==> src/rtl/core/mcsql_pkg.sv <==
// Package for the queue lock manager: opcodes, node roles, result codes,
// controller states and the result record. No dependencies.
package mcsql_pkg;

  // Request opcodes.
  typedef enum logic {
    OP_ACQUIRE = 1'b0,
    OP_RELEASE = 1'b1
  } op_e;

  // Role of a node with respect to the lock.
  typedef enum logic [1:0] {
    ROLE_IDLE    = 2'd0,
    ROLE_WAITING = 2'd1,
    ROLE_HOLDING = 2'd2
  } role_e;

  // Result status codes.
  typedef enum logic [2:0] {
    ST_GRANTED = 3'd0,
    ST_QUEUED  = 3'd1,
    ST_FREED   = 3'd2,
    ST_HANDED  = 3'd3,
    ST_REFUSED = 3'd4
  } status_e;

  // Controller states.
  typedef enum logic [1:0] {
    S_IDLE,
    S_EXEC,
    S_SECOND,
    S_FINISH
  } state_e;

  // Width of the node number on the ports.
  localparam int unsigned NodeW = 4;

  // One result transaction.
  typedef struct packed {
    status_e          status;
    logic [NodeW-1:0] grant_node;
    logic [NodeW-1:0] predecessor_node;
  } result_t;

endpackage

==> src/rtl/core/mcs_queue_lock_manager.sv <==
// Queue lock manager: after an input transaction is accepted, the memory read is registered,
// the execute step runs, queued and handed-over requests take an optional second memory write,
// and the result is loaded into the output register, which waits while the output is stalled.
// A new request is accepted only after the result of the previous one has been loaded.
// Reset empties the tail and clears the role valid bits at once; no clearing pass is run.
// Successor links hold no reset value; a link is always written before it is read.
module mcs_queue_lock_manager
  import mcsql_pkg::*;
#(
  parameter int unsigned NODES = 16
) (
  input  logic             clk_i,
  input  logic             rst_ni,
  input  logic             in_valid_i,
  output logic             in_stall_o,
  input  logic             in_opcode_i,
  input  logic [NodeW-1:0] in_requester_i,
  output logic             out_valid_o,
  input  logic             out_stall_i,
  output logic [2:0]       out_status_o,
  output logic [NodeW-1:0] out_grant_node_o,
  output logic [NodeW-1:0] out_predecessor_node_o
);

  // Only requesters that fit the port can ever use the lock.
  localparam int unsigned Depth = (NODES < (1 << NodeW)) ? NODES : (1 << NodeW);
  localparam int unsigned IdxW  = (Depth > 1) ? $clog2(Depth) : 1;
  localparam logic [NodeW:0] Limit = (NodeW + 1)'(Depth);

  // Controller and per-request registers.
  state_e            state_q, state_d;
  op_e               op_q;
  logic [IdxW-1:0]   who_q;
  logic              in_range_q;
  logic              in_accept;
  logic [IdxW-1:0]   in_addr;

  // Lock state outside the memories.
  logic              tail_vld_q, tail_vld_d;
  logic [IdxW-1:0]   tail_q, tail_d;
  logic [Depth-1:0]  role_vld_q;

  // Memories and their registered read data.
  role_e             role_mem [Depth];
  logic [IdxW:0]     link_mem [Depth];
  role_e             role_rd_q;
  logic              role_vld_rd_q;
  logic [IdxW:0]     link_rd_q;
  role_e             role_cur;

  // Memory write ports.
  logic              role_we;
  logic [IdxW-1:0]   role_wa;
  role_e             role_wd;
  logic              link_we;
  logic [IdxW-1:0]   link_wa;
  logic [IdxW:0]     link_wd;

  // Second write target, result and output register.
  logic [IdxW-1:0]   sec_addr_q, sec_addr_d;
  result_t           res_q, res_d;
  logic              out_load;
  logic              out_valid_q;
  result_t           out_q;

  assign in_accept = in_valid_i && !in_stall_o;
  assign in_addr   = in_requester_i[IdxW-1:0];
  assign role_cur  = role_vld_rd_q ? role_rd_q : ROLE_IDLE;

  // Memory writes and the read issued when a transaction is accepted. Each
  // request finishes its writes before the next one is accepted, so reads
  // never overlap a pending write.
  always_ff @(posedge clk_i) begin
    if (role_we) begin
      role_mem[role_wa] <= role_wd;
    end
    if (link_we) begin
      link_mem[link_wa] <= link_wd;
    end
    if (in_accept) begin
      role_rd_q     <= role_mem[in_addr];
      link_rd_q     <= link_mem[in_addr];
      role_vld_rd_q <= role_vld_q[in_addr];
      op_q          <= op_e'(in_opcode_i);
      who_q         <= in_addr;
      in_range_q    <= ({1'b0, in_requester_i} < Limit);
    end
    sec_addr_q <= sec_addr_d;
    res_q      <= res_d;
    if (out_load) begin
      out_q <= res_q;
    end
  end

  // Control state with reset.
  always_ff @(posedge clk_i or negedge rst_ni) begin
    if (!rst_ni) begin
      state_q     <= S_IDLE;
      tail_vld_q  <= 1'b0;
      tail_q      <= '0;
      role_vld_q  <= '0;
      out_valid_q <= 1'b0;
    end else begin
      state_q    <= state_d;
      tail_vld_q <= tail_vld_d;
      tail_q     <= tail_d;
      if (role_we) begin
        role_vld_q[role_wa] <= 1'b1;
      end
      if (out_load) begin
        out_valid_q <= 1'b1;
      end else if (!out_stall_i) begin
        out_valid_q <= 1'b0;
      end
    end
  end

  // Next state, memory writes and result.
  always_comb begin
    state_d    = state_q;
    tail_vld_d = tail_vld_q;
    tail_d     = tail_q;
    sec_addr_d = sec_addr_q;
    res_d      = res_q;
    role_we    = 1'b0;
    role_wa    = who_q;
    role_wd    = ROLE_IDLE;
    link_we    = 1'b0;
    link_wa    = who_q;
    link_wd    = '0;
    out_load   = 1'b0;
    in_stall_o = 1'b1;
    case (state_q)
      S_IDLE: begin
        in_stall_o = 1'b0;
        if (in_valid_i) begin
          state_d = S_EXEC;
        end
      end
      S_EXEC: begin
        res_d   = '{status: ST_REFUSED, grant_node: '0, predecessor_node: '0};
        state_d = S_FINISH;
        if (in_range_q && op_q == OP_ACQUIRE && role_cur == ROLE_IDLE) begin
          // Clear own link and swap into the tail.
          link_we    = 1'b1;
          role_we    = 1'b1;
          tail_vld_d = 1'b1;
          tail_d     = who_q;
          if (!tail_vld_q) begin
            role_wd          = ROLE_HOLDING;
            res_d.status     = ST_GRANTED;
            res_d.grant_node = NodeW'(who_q);
          end else begin
            role_wd                = ROLE_WAITING;
            res_d.status           = ST_QUEUED;
            res_d.predecessor_node = NodeW'(tail_q);
            sec_addr_d             = tail_q;
            state_d                = S_SECOND;
          end
        end else if (in_range_q && op_q == OP_RELEASE && role_cur == ROLE_HOLDING) begin
          role_we = 1'b1;
          role_wd = ROLE_IDLE;
          if (!link_rd_q[IdxW]) begin
            // No successor: the holder is the tail, so the lock is freed.
            tail_vld_d   = 1'b0;
            tail_d       = '0;
            res_d.status = ST_FREED;
          end else begin
            res_d.status     = ST_HANDED;
            res_d.grant_node = NodeW'(link_rd_q[IdxW-1:0]);
            sec_addr_d       = link_rd_q[IdxW-1:0];
            state_d          = S_SECOND;
          end
        end
      end
      S_SECOND: begin
        // Link the predecessor to the requester, or promote the successor.
        if (op_q == OP_ACQUIRE) begin
          link_we = 1'b1;
          link_wa = sec_addr_q;
          link_wd = {1'b1, who_q};
        end else begin
          role_we = 1'b1;
          role_wa = sec_addr_q;
          role_wd = ROLE_HOLDING;
        end
        state_d = S_FINISH;
      end
      S_FINISH: begin
        if (!out_valid_q || !out_stall_i) begin
          out_load = 1'b1;
          state_d  = S_IDLE;
        end
      end
      default: begin
        state_d = S_IDLE;
      end
    endcase
  end

  assign out_valid_o            = out_valid_q;
  assign out_status_o           = out_q.status;
  assign out_grant_node_o       = out_q.grant_node;
  assign out_predecessor_node_o = out_q.predecessor_node;

`ifndef SYNTHESIS
  // A delivered result agrees with the tail: only a free leaves the queue empty.
  assert property (@(posedge clk_i) disable iff (!rst_ni)
    (out_load && res_q.status != ST_REFUSED) |-> (tail_vld_q == (res_q.status != ST_FREED)))
    else $error("tail state disagrees with result status");

  // The second write step only follows the execute step.
  assert property (@(posedge clk_i) disable iff (!rst_ni)
    (state_q == S_SECOND) |-> ($past(state_q) == S_EXEC))
    else $error("second write entered out of order");

  // A granted or queued requester has a valid role entry afterwards.
  assert property (@(posedge clk_i) disable iff (!rst_ni)
    (state_q == S_EXEC && (res_d.status == ST_GRANTED || res_d.status == ST_QUEUED))
      |=> role_vld_q[$past(who_q)])
    else $error("role entry not marked after acquire");

  // A queued requester never waits behind itself.
  assert property (@(posedge clk_i) disable iff (!rst_ni)
    (state_q == S_EXEC && res_d.status == ST_QUEUED) |-> (tail_q != who_q))
    else $error("requester queued behind itself");
`endif

endmodule
==> config.mk <==
export PLATFORM = sky130hd
export DESIGN_NAME = mcs_queue_lock_manager
export DESIGN_NICKNAME = d
export VERILOG_FILES = /design/src/rtl/core/mcsql_pkg.sv /design/src/rtl/core/mcs_queue_lock_manager.sv
export SDC_FILE = /design/constraint.sdc
export NUM_CORES = 1
export LEC_CHECK = 0
export ABC_AREA = 1
export ABC_CLOCK_PERIOD_IN_PS = 2600
export BUFFER_PORTS_ARGS = -buffer_cell sky130_fd_sc_hd__buf_4
export CAP_MARGIN = 30
export CELL_PAD_IN_SITES_DETAIL_PLACEMENT = 0
export CELL_PAD_IN_SITES_GLOBAL_PLACEMENT = 2
export CORE_MARGIN = 8
export CORE_UTILIZATION = 41
export CTS_CLUSTER_SIZE = 10
export DETAILED_ROUTE_END_ITERATION = 16
export PLACE_DENSITY_LB_ADDON = 0.1
export SYNTH_ARGS = -nofsm -noshare
export SYNTH_HDL_FRONTEND = slang
export SYNTH_SLANG_ARGS = --single-unit
==> constraint.sdc <==
create_clock -name clk_i -period 2.6 [get_ports clk_i]
set_clock_uncertainty 0.2 [all_clocks]
set_input_delay 0.52 -clock clk_i [delete_from_list [all_inputs] [get_ports clk_i]]
set_output_delay 0.52 -clock clk_i [all_outputs]
set_load 0.05 [all_outputs]
==> results.txt, run 1 <==
Max-cap violations -> 0
Layout cells sized above 1 -> 13.30%
CTS tree -> built
Ys flop type -> edfxtp_1
Routing usage on met2 -> 26.63%
Cell Rows -> 50
Yosys top cell area share -> 58.24%
Initial antenna violation count -> 0
Final wirelength -> 17950 um
Minimum clock period -> 2.407 ns
Unique cell type count in the Yosys netlist -> 26
Asr flop ratio synth -> 13.71%
Most frequent cell after synthesis -> nand2_1
# DRC -> 0
Status -> complete, no violations
TritonRoute pass-1 iters -> 4
Mapped Area -> 7785 sq um
Register area share after synthesis -> 65.96%
Main area contributors after synthesis -> edfxtp_1 58%, nand2_1 14%, dfrtp_1 7.7%
Peak VDD IR -> 0.5674 mV
Final max-slew violation count -> 0
Worst-path fanout max -> 18
Post-synth EDFFs -> 151
First-pass GRT wire length -> 28350 um
Mapped Cells -> 793
Power Density -> 918.3 nW/um^2
Critical Path End Type -> register
Worst-Margin Slew -> 0.5693 ns
Diodes inserted -> 0
Largest net degree at the start of global routing -> 46
Grt met1 use -> 20.13%
RSZ-0062 raised after global routing -> false
Die width -> 153.8 um
GPL Wtd Cong -> 0.8006
Layout area overhead -> 14.29%
Filler cells -> 1747
HP Class -> primary input to register
Slowest stage delay, CP -> 0.44 ns
Routed vias/inst -> 4.858
Yosys warnings -> 0
Met3 Usage GRT -> 3.111%
Rel. slew slack -> 62.01%
Delay-heaviest family, CP -> simple AND/OR/NAND/NOR gates
Final Setup Violations -> 0
Wire per inst -> 16.68 um
Vias in the first global route -> 5171
Die footprint -> 23650 sq um
Maximum clock insertion buffer count -> 2
Gr busiest metal -> met2
Ports -> 22
Critical Path, Cell by Cell -> inv_1, ha_1, nand2_4, o21ai_2, inv_2, nor2_2, nand2_1, nor2_1
Fmax -> 415.5 MHz
H-tree depth -> 4
CTS root buffer -> clkbuf_16
Yosys reg bits -> 175
Clk sink count -> 175
Initial Util -> 41.76%
Vert. Die Dim -> 153.8 um
PortBufs -> 21
Final Hold Vio Count -> 0
Antenna-violating nets left -> 0
Final period util -> 92.58%
Setup TNS after final layout -> 0 ns
Dpl hpwl -> 12500 um
Worst skew pair latency -> 0.43 ns
Leak Pwr -> 0.004020 uW
Startpoint Class -> register
Total Nets Final -> 843
Synth cell count leaders -> 287 x nand2_1, 151 x edfxtp_1, 114 x inv_1
Slowest CP cell -> dfrtp_1
Crit path buf inv count -> 2
Critical Path AT -> 2.29 ns
WS Path Type -> register to register
Post-synth top area cell -> edfxtp_1
Core Area -> 18640 sq um
Global route overflow -> 0
Aggregate global-route resource usage -> 15.86%
Fin util -> 47.72%
Average size of a mapped cell -> 9.817 sq um
Critical Path RT -> 2.49 ns
Via count -> 5227
Total CTS buffers -> 17
Setup bufs post-CTS -> 0
Synth Net Count -> 807
Clock transition at path regs -> 0.07 ns
Power after layout -> 8170 uW
DRT iter0 DRCs -> 324
per-stage QoR:
stage	std cells	instance area, sq um	hold slack [ns]	worst slack [ns]
6_report	1076	8897	0.06588	0.1930
5_1_grt	1076	8897	0.04899	0.01210
4_1_cts	1076	8877	0.04449	0.1336
3_5_place_dp	1043	8278	0.2045	0.1518
3_3_place_gp	1043	8278	0.2080	0.2427
2_1_floorplan	793	7785	0.02441	0.2212
worst paths after layout:
path                                                 endpoint  depth (start not counted)  slack [ns]              startpoint
worst max register to register       link_mem[3][1]$_DFFE_PP_                          8        0.19  state_q[0]$_DFFE_PN0P_
worst max-delay path                 link_mem[3][1]$_DFFE_PP_                          8        0.19  state_q[0]$_DFFE_PN0P_
max in group asynchronous               tail_q[3]$_DFFE_PN0P_                          2        1.57                  rst_ni
min in group asynchronous          role_vld_q[12]$_DFFE_PN0N_                          2        0.34                  rst_ni
worst min-delay path                           op_q$_DFFE_PP_                          1        0.07             in_opcode_i
worst min register to register  out_grant_node_o[3]$_DFFE_PP_                          0        0.22      res_q[7]$_DFFE_PN_
flip-flops by register name (all words and copies together), names as in the netlist, 2 cells and up:
| name | cells |
|---|---|
| res_q | 11 |
| out_status_o | 3 |
| role_rd_q | 2 |
| out_predecessor_node_o | 4 |
| state_q | 2 |
| link_mem | 80 |
| who_q | 4 |
| role_mem | 32 |
| role_vld_q | 16 |
| tail_q | 4 |
| out_grant_node_o | 4 |
| link_rd_q | 5 |
| sec_addr_q | 4 |
power by group:
part           internal [uW]  switching [uW]  leakage [uW]
clock network           1370            1150      0.000294
logic                    505            1400       0.00199
registers               3600             147       0.00174
timing repair:
item                                    CTS  global route
hold buffers                              1             0
gates resized for setup                   0             8
hold endpoints to repair                 24             0
endpoints found under the setup margin    0            40
cells in the final DEF, fill, tap and decap left out, drive strengths merged:
cell / count
o21ai: 21
ha: 5
dlygate4sd3: 1
nand2: 293
or2: 1
buf: 45
bufinv: 1
clkinv: 4
nand4: 2
edfxtp: 151
nor2: 51
a21oi: 2
clkbuf: 17
nand3: 91
dfrtp: 24
inv: 128
o22ai: 5
area by class of cell:
class                           count  area, sq um  share of cell area, %
Clock buffer                       17        425.4                  4.781
Clock inverter                     15        163.9                  1.842
Inverter                          118        445.4                  5.006
Multi-Input combinational cell    471         2074                  23.32
Sequential cell                   175         5135                  57.71
Tap cell                          234        292.8                  3.291
Timing Repair Buffer               46        360.3                  4.050
worst register-to-register path: stages (launching register included):
cell	delay, ns
dfrtp_1	0.44
inv_1	0.12
ha_1	0.24
nand2_4	0.17
o21ai_2	0.26
inv_2	0.07
nor2_2	0.14
nand2_1	0.10
nor2_1	0.32
metal layers:
| metal | routed length [um] | part of all wire [%] | vias up |
|---|---|---|---|
| met4 | 352 | 2.0 | 0 |
| li1 | - | - | 2606 |
| met2 | 8752 | 49 | 96 |
| met5 | 0 | 0 | - |
| met3 | 712 | 4.0 | 25 |
| met1 | 8132 | 45 | 2500 |
logic make-up after synthesis:
| family | after synthesis | synth area share (%) |
|---|---|---|
| simple gates | 438 | 23.42 |
| flops | 175 | 65.96 |
| buf+inv | 147 | 7.650 |
| compound gates | 28 | 2.170 |
| fa+ha+maj | 5 | 0.8036 |
Note: power is estimated with default switching activity, not from simulation.
==> run 2, diff against run 1 <==
--- a/config.mk
+++ b/config.mk
@@ -5,14 +5,14 @@
 export SDC_FILE = /design/constraint.sdc
 export NUM_CORES = 1
 export LEC_CHECK = 0
-export ABC_AREA = 1
+export ABC_AREA = 0
 export ABC_CLOCK_PERIOD_IN_PS = 2600
 export BUFFER_PORTS_ARGS = -buffer_cell sky130_fd_sc_hd__buf_4
 export CAP_MARGIN = 30
 export CELL_PAD_IN_SITES_DETAIL_PLACEMENT = 0
 export CELL_PAD_IN_SITES_GLOBAL_PLACEMENT = 2
 export CORE_MARGIN = 8
-export CORE_UTILIZATION = 41
+export CORE_UTILIZATION = 45
 export CTS_CLUSTER_SIZE = 10
 export DETAILED_ROUTE_END_ITERATION = 16
 export PLACE_DENSITY_LB_ADDON = 0.1
==> run 2 against run 1 <==
Against the previous run: register-to-register slack worse by 0.02 ns; critical path type unchanged; first-iteration DRC count increased by 17%; sequential power is 3% higher; final cell count shrank 34%; final area fell by 4.0%; combinational power shrank 3%; count of clock-buffer cells in the layout is the same; critical endpoint is now link_mem[8][1]$_DFFE_PP_; largest power group unchanged; sequential share of layout area is 2.4 points higher; sequential cell count stayed put; critical path depth down 1; via count decreased by 25%; worst hold slack improved by 0.0095 ns.
==> results.txt, run 2 <==
Reg with most FFs -> link_mem
Wire per inst -> 21.95 um (+32%)
Mapped Cells -> 419 (-47%)
Die footprint -> 20230 sq um (-14%)
Critical Path Source -> state_q[0]$_DFFE_PN0P_
Critical Path RT -> 2.54 ns (+0.05 ns)
Commonest non-fill, non-tap cells in the layout -> 151 x edfxtp_1, 60 x buf_4, 32 x mux4_2
Minimum clock period -> 2.423 ns (+0.01581 ns)
Global route overflow -> 0 (unchanged)
Dpl hpwl -> 10800 um (-14%)
Final max-slew violation count -> 0 (unchanged)
Power after layout -> 8408 uW (+2.9%)
Sequential share of power -> 45.6% (-0.2 points)
Diodes inserted -> 0 (unchanged)
Register area share after synthesis -> 71.60% (+5.6 points)
Clock transition at path regs -> 0.07 ns (about the same)
Layout cells sized above 1 -> 30.24% (+17 points)
Clk sink count -> 175 (unchanged)
CTS root buffer -> clkbuf_16
Via count -> 3910 (-25%)
Worst-Margin Slew -> 0.6125 ns (+0.04320 ns)
Yosys warnings -> 0 (unchanged)
Final period util -> 93.18% (+0.61 points)
Vert. Die Dim -> 142.2 um (-7.5%)
Cell Rows -> 46 (-8.0%)
Yosys reg bits -> 175 (unchanged)
Initial Util -> 45.64% (+3.9 points)
Clk network pwr share -> 32.4% (+1.5 points)
Layout area overhead -> 19.10%
Setup TNS after final layout -> 0 ns (unchanged)
Main area contributors after synthesis -> edfxtp_1 63%, mux4_2 10%, dfrtp_1 8.4%
Max reg flops -> 80 (unchanged)
Synth cell count leaders -> 151 x edfxtp_1, 32 x mux4_2, 30 x nor2_1
Yosys top cell area share -> 63.22% (+5.0 points)
Leak Pwr -> 0.003050 uW (-24%)
Worst-case reg-to-reg path depth -> 7 (-1)
Average size of a mapped cell -> 17.12 sq um (+74%)
Peak VDD IR -> 0.4920 mV (-13%)
Worst r2r src -> state_q[0]$_DFFE_PN0P_
Most common cell after layout, fill and taps aside -> edfxtp_1
CTS tree -> built
Sw Pwr -> 2477 uW (-8.2%)
CP Capture Point -> link_mem[8][1]$_DFFE_PP_
Startpoint Class -> register
Die width -> 142.2 um (-7.5%)
Mapped Area -> 7172 sq um (-7.9%)
# DRC -> 0 (unchanged)
Combinational Power Share -> 22.0% (-1.3 points)
Post-synth EDFFs -> 151 (unchanged)
First-pass GRT wire length -> 24630 um (-13%)
Int Pwr -> 5931 uW (+8.4%)
Final wirelength -> 15630 um (-13%)
Aggregate global-route resource usage -> 16.67% (+0.81 points)
PortBufs -> 21 (unchanged)
TritonRoute pass-1 iters -> 4 (unchanged)
Max-cap violations -> 0 (unchanged)
Critical Path End Type -> register
Final Setup Violations -> 0 (unchanged)
GPL Wtd Cong -> 0.7788 (-2.7%)
Total CTS buffers -> 17 (unchanged)
Total Nets Final -> 497 (-41%)
Initial antenna violation count -> 0 (unchanged)
Ports -> 22 (unchanged)
Sw Share -> 29.46% (-3.6 points)
Maximum clock insertion buffer count -> 2 (unchanged)
Biggest regs -> link_mem: 80 flops, role_mem: 32 flops, role_vld_q: 16 flops
Synth Net Count -> 433 (-46%)
WS Path Type -> register to register
Worst skew pair latency -> 0.43 ns (about the same)
Ys flop type -> edfxtp_1
Power Density -> 984.3 nW/um^2 (+7.2%)
HP Class -> primary input to register
Status -> complete, no violations
Asr flop ratio synth -> 13.71% (unchanged)
Filler cells -> 1280 (-27%)
Worst-path fanout max -> 5 (-13)
RSZ-0062 raised after global routing -> true
Critical Path AT -> 2.36 ns (+0.07 ns)
Most frequent cell after synthesis -> edfxtp_1
Rel. slew slack -> 58.74% (-3.3 points)
Antenna-violating nets left -> 0 (unchanged)
Reg-to-Reg End -> link_mem[8][1]$_DFFE_PP_
DRT iter0 DRCs -> 379 (+17%)
H-tree depth -> 4 (unchanged)
Routed vias/inst -> 5.492 (+13%)
Post-synth top area cell -> edfxtp_1
Fmax -> 412.8 MHz (-0.65%)
Largest net degree at the start of global routing -> 30 (-35%)
Flop2flop setup slack -> 0.18 ns (-0.02 ns)
Core Area -> 15710 sq um (-16%)
Unique cell type count in the Yosys netlist -> 42 (+62%)
Vias in the first global route -> 4179 (-19%)
Final Hold Vio Count -> 0 (unchanged)
run 2: layer usage:
layer | GRT usage (%) | share of wire [%] | vias to the layer above
met3 | 3.355 | 3.7 | 24
met2 | 25.75 | 48 | 86
li1 | - | - | 1785
met5 | 0 | 0 | -
met4 | 7.462 | 2.0 | 0
met1 | 22.41 | 46 | 2015
run 2: how the worst min path moves through the flow:
stage | startpoint | endpoint | slack, ns | cells after the start
after CTS | in_opcode_i | op_q$_DFFE_PP_ | 0.06 | 1
after global placement | res_q[1]$_SDFFCE_PN0N_ | out_predecessor_node_o[1]$_DFFE_PP_ | 0.20 | 0
final | in_opcode_i | op_q$_DFFE_PP_ | 0.08 | 1
after global routing | in_opcode_i | op_q$_DFFE_PP_ | 0.06 | 1
after floorplan | rst_ni | out_valid_o$_DFFE_PN0P_ | 0.02 | 0
after detailed placement | res_q[1]$_SDFFCE_PN0N_ | out_predecessor_node_o[1]$_DFFE_PP_ | 0.20 | 0
run 2: what timing repair did:
action,in CTS,in global routing
hold endpoints to repair,24,0
setup buffers,0,2
hold buffers,1,0
resized for setup,0,10
endpoints found under the setup margin,0,108
run 2: cell families (layout without fill, tap and decap cells):
group | Yosys count | after routing | share of synthesized area [%]
fa+ha+maj | 5 | 5 | 0.8723
mux | 43 | 43 | 11.71
buf+inv | 27 | 104 | 1.710
simple gates | 106 | 106 | 7.415
compound gates | 63 | 63 | 6.699
flops | 175 | 175 | 71.60
run 2: area by class of cell:
class,count,area [sq um],share of cell area (%)
multi-input combinational,217,1948,22.81
tap,216,270.3,3.164
sequential,175,5135,60.11
clock inverter,15,205.2,2.402
inverter,7,26.28,0.3076
clock buffer,17,425.4,4.980
timing repair buffer,65,531.8,6.225
run 2: stage by stage:
stage	instances	cell area, sq um	setup WS (ns)	hold WS, ns	util [%]
CTS	710	8492	0.03484	0.05971	54.05
finish	712	8542	0.1772	0.07539	54.36
global placement	677	7851	0.1374	0.2021	49.97
global route	712	8542	-0.01343	0.06085	54.36
detailed placement	677	7851	0.06050	0.2045	49.97
floorplan	419	7172	0.02059	0.02441	-
run 2: power by group through the flow:
| stage | logic, uW | registers [uW] | clock network, uW |
|---|---|---|---|
| after floorplan | 1010 | 4040 | 0 |
| after global placement | 1810 | 3880 | 0 |
| after detailed placement | 1840 | 3890 | 0 |
| after CTS | 1840 | 3840 | 2770 |
| after global routing | 2010 | 3880 | 2880 |
| final | 1850 | 3840 | 2720 |
run 2: critical path, stage by stage (launching register included):
cell	delay, ns
dfrtp_1	0.41
inv_1	0.15
ha_2	0.24
nor2b_2	0.23
mux2i_1	0.31
nand2_1	0.20
nor3_1	0.22
buf_4	0.18
==> run 3, diff against run 2 <==
--- a/config.mk
+++ b/config.mk
@@ -13,8 +13,10 @@
 export CELL_PAD_IN_SITES_GLOBAL_PLACEMENT = 2
 export CORE_MARGIN = 8
 export CORE_UTILIZATION = 45
+export CTS_BUF_LIST = sky130_fd_sc_hd__clkbuf_8
 export CTS_CLUSTER_SIZE = 10
 export DETAILED_ROUTE_END_ITERATION = 16
+export MAX_ROUTING_LAYER = met4
 export PLACE_DENSITY_LB_ADDON = 0.1
 export SYNTH_ARGS = -nofsm -noshare
 export SYNTH_HDL_FRONTEND = slang
==> run 3 against run 2 <==
Against the previous run: sequential share of layout area rose by 1.2 points; final area fell by 2.0%; final cell count rose by 0.14%.
==> results.txt, run 3 (synthesized netlist as in run 2, its figures left out) <==
Status -> complete, no violations
DRT iter0 DRCs -> 383 (+1.1%)
Final max-slew violation count -> 0 (unchanged)
Maximum clock insertion buffer count -> 2 (unchanged)
Initial antenna violation count -> 0 (unchanged)
Dpl hpwl -> 10800 um (unchanged)
Final Setup Violations -> 0 (unchanged)
Layout area overhead -> 16.73%
TritonRoute pass-1 iters -> 4 (unchanged)
Leak Pwr -> 0.002972 uW (-2.5%)
Final wirelength -> 15550 um (-0.47%)
Peak VDD IR -> 0.4149 mV (-16%)
Final Hold Vio Count -> 0 (unchanged)
Critical Path End Type -> register
First-pass GRT wire length -> 24530 um (-0.39%)
Via count -> 3877 (-0.84%)
# DRC -> 0 (unchanged)
Final period util -> 94.15% (+0.96 points)
Rel. slew slack -> 57.06% (-1.7 points)
Die width -> 142.2 um (unchanged)
PortBufs -> 21 (unchanged)
Power after layout -> 7782 uW (-7.4%)
Routed vias/inst -> 5.438 (-0.98%)
Global route overflow -> 0 (unchanged)
Critical Path RT -> 2.57 ns (+0.03 ns)
CTS root buffer -> clkbuf_8
Startpoint Class -> register
Vert. Die Dim -> 142.2 um (unchanged)
Cell Rows -> 46 (unchanged)
Diodes inserted -> 0 (unchanged)
Worst skew pair latency -> 0.46 ns (+0.03 ns)
HP Class -> primary input to register
Wire per inst -> 21.81 um (-0.61%)
Aggregate global-route resource usage -> 16.95% (+0.28 points)
Fmax -> 408.5 MHz (-1.0%)
Largest net degree at the start of global routing -> 30 (unchanged)
Total CTS buffers -> 17 (unchanged)
Final worst setup slack -> 0.1522 ns (-0.02504 ns)
Layout cells sized above 1 -> 30.78% (+0.54 points)
Setup TNS after final layout -> 0 ns (unchanged)
WS Path Type -> register to register
Antenna-violating nets left -> 0 (unchanged)
Total Nets Final -> 498 (+0.20%)
Most common cell after layout, fill and taps aside -> edfxtp_1
Worst-path fanout max -> 7 (+2)
Clk sink count -> 175 (unchanged)
GPL Wtd Cong -> 0.7895 (+1.4%)
Minimum clock period -> 2.448 ns (+0.02504 ns)
Max reg flops -> 80 (unchanged)
Vias in the first global route -> 4150 (-0.69%)
Initial Util -> 45.64% (unchanged)
Power Density -> 929.5 nW/um^2 (-5.6%)
Die footprint -> 20230 sq um (unchanged)
Reg with most FFs -> link_mem
Max-cap violations -> 0 (unchanged)
Biggest regs -> link_mem: 80 flops, role_mem: 32 flops, role_vld_q: 16 flops
Critical Path AT -> 2.42 ns (+0.06 ns)
Core Area -> 15710 sq um (unchanged)
Pre-CTS setup slack -> 0.06050 ns (unchanged)
CTS tree -> built
Worst-Margin Slew -> 0.6374 ns (+0.02492 ns)
Commonest non-fill, non-tap cells in the layout -> 151 x edfxtp_1, 61 x buf_4, 32 x mux4_2
Clock transition at path regs -> 0.09 ns (+0.02 ns)
H-tree depth -> 4 (unchanged)
Ports -> 22 (unchanged)
run 3: per-layer routing:
layer | GRT usage, % | vias to the layer above | part of all wire, % | routed length, um
li1 | - | 1781 | - | -
met1 | 22.30 | 2008 | 46 | 7193
met2 | 25.70 | 65 | 48 | 7536
met3 | 3.287 | 23 | 3.5 | 541
met4 | 6.444 | 0 | 1.8 | 282
met5 | - | - | 0 | 0
run 3: repair_timing:
item	CTS	global route
hold endpoints to repair	24	0
buffers inserted	0	3
hold buffers	1	0
gates resized for setup	0	13
setup endpoints to repair	0	108
run 3: final timing paths:
check	start	endpoint	slack, ns	cells after the start
max	state_q[0]$_DFFE_PN0P_	link_mem[5][4]$_DFFE_PP_	0.15	8
min	in_opcode_i	op_q$_DFFE_PP_	0.05	1
max reg2reg	state_q[0]$_DFFE_PN0P_	link_mem[5][4]$_DFFE_PP_	0.15	8
min reg2reg	res_q[1]$_SDFFCE_PN0N_	out_predecessor_node_o[1]$_DFFE_PP_	0.22	0
max in group asynchronous	rst_ni	role_vld_q[4]$_DFFE_PN0N_	1.65	2
min in group asynchronous	rst_ni	tail_vld_q$_DFFE_PN0P_	0.30	2
run 3: final cells by class:
| class | count | area (sq um) |
|---|---|---|
| sequential | 175 | 5135 |
| clock inverter | 15 | 205.2 |
| timing repair buffer | 66 | 539.3 |
| tap | 216 | 270.3 |
| clock buffer | 17 | 234.0 |
| fill | 1316 | 7341 |
| inverter | 7 | 26.28 |
| multi-input combinational | 217 | 1962 |
run 3: critical path, cell delays in order, from the launching register on:
cell and delay, ns:
dfrtp_1 0.39, inv_1 0.11, ha_1 0.27, buf_4 0.18, o41ai_2 0.32, buf_4 0.16
nand3_1 0.19, nor2_1 0.17, buf_4 0.17
run 3: where the power goes:
group | total [uW] | internal (uW) | switching (uW)
logic | 1870 | 705 | 1170
clock network | 2080 | 1060 | 1010
registers | 3830 | 3610 | 220
run 3: through the flow:
stage          hold WS, ns  cell area, sq um  util (%)  std cells
5_1_grt            0.01739              8372     53.28        713
6_report           0.04560              8372     53.28        713
3_5_place_dp        0.2045              7851     49.97        677
3_3_place_gp        0.2021              7851     49.97        677
4_1_cts            0.02027              8300     52.83        710
2_1_floorplan      0.02441              7172         -        419
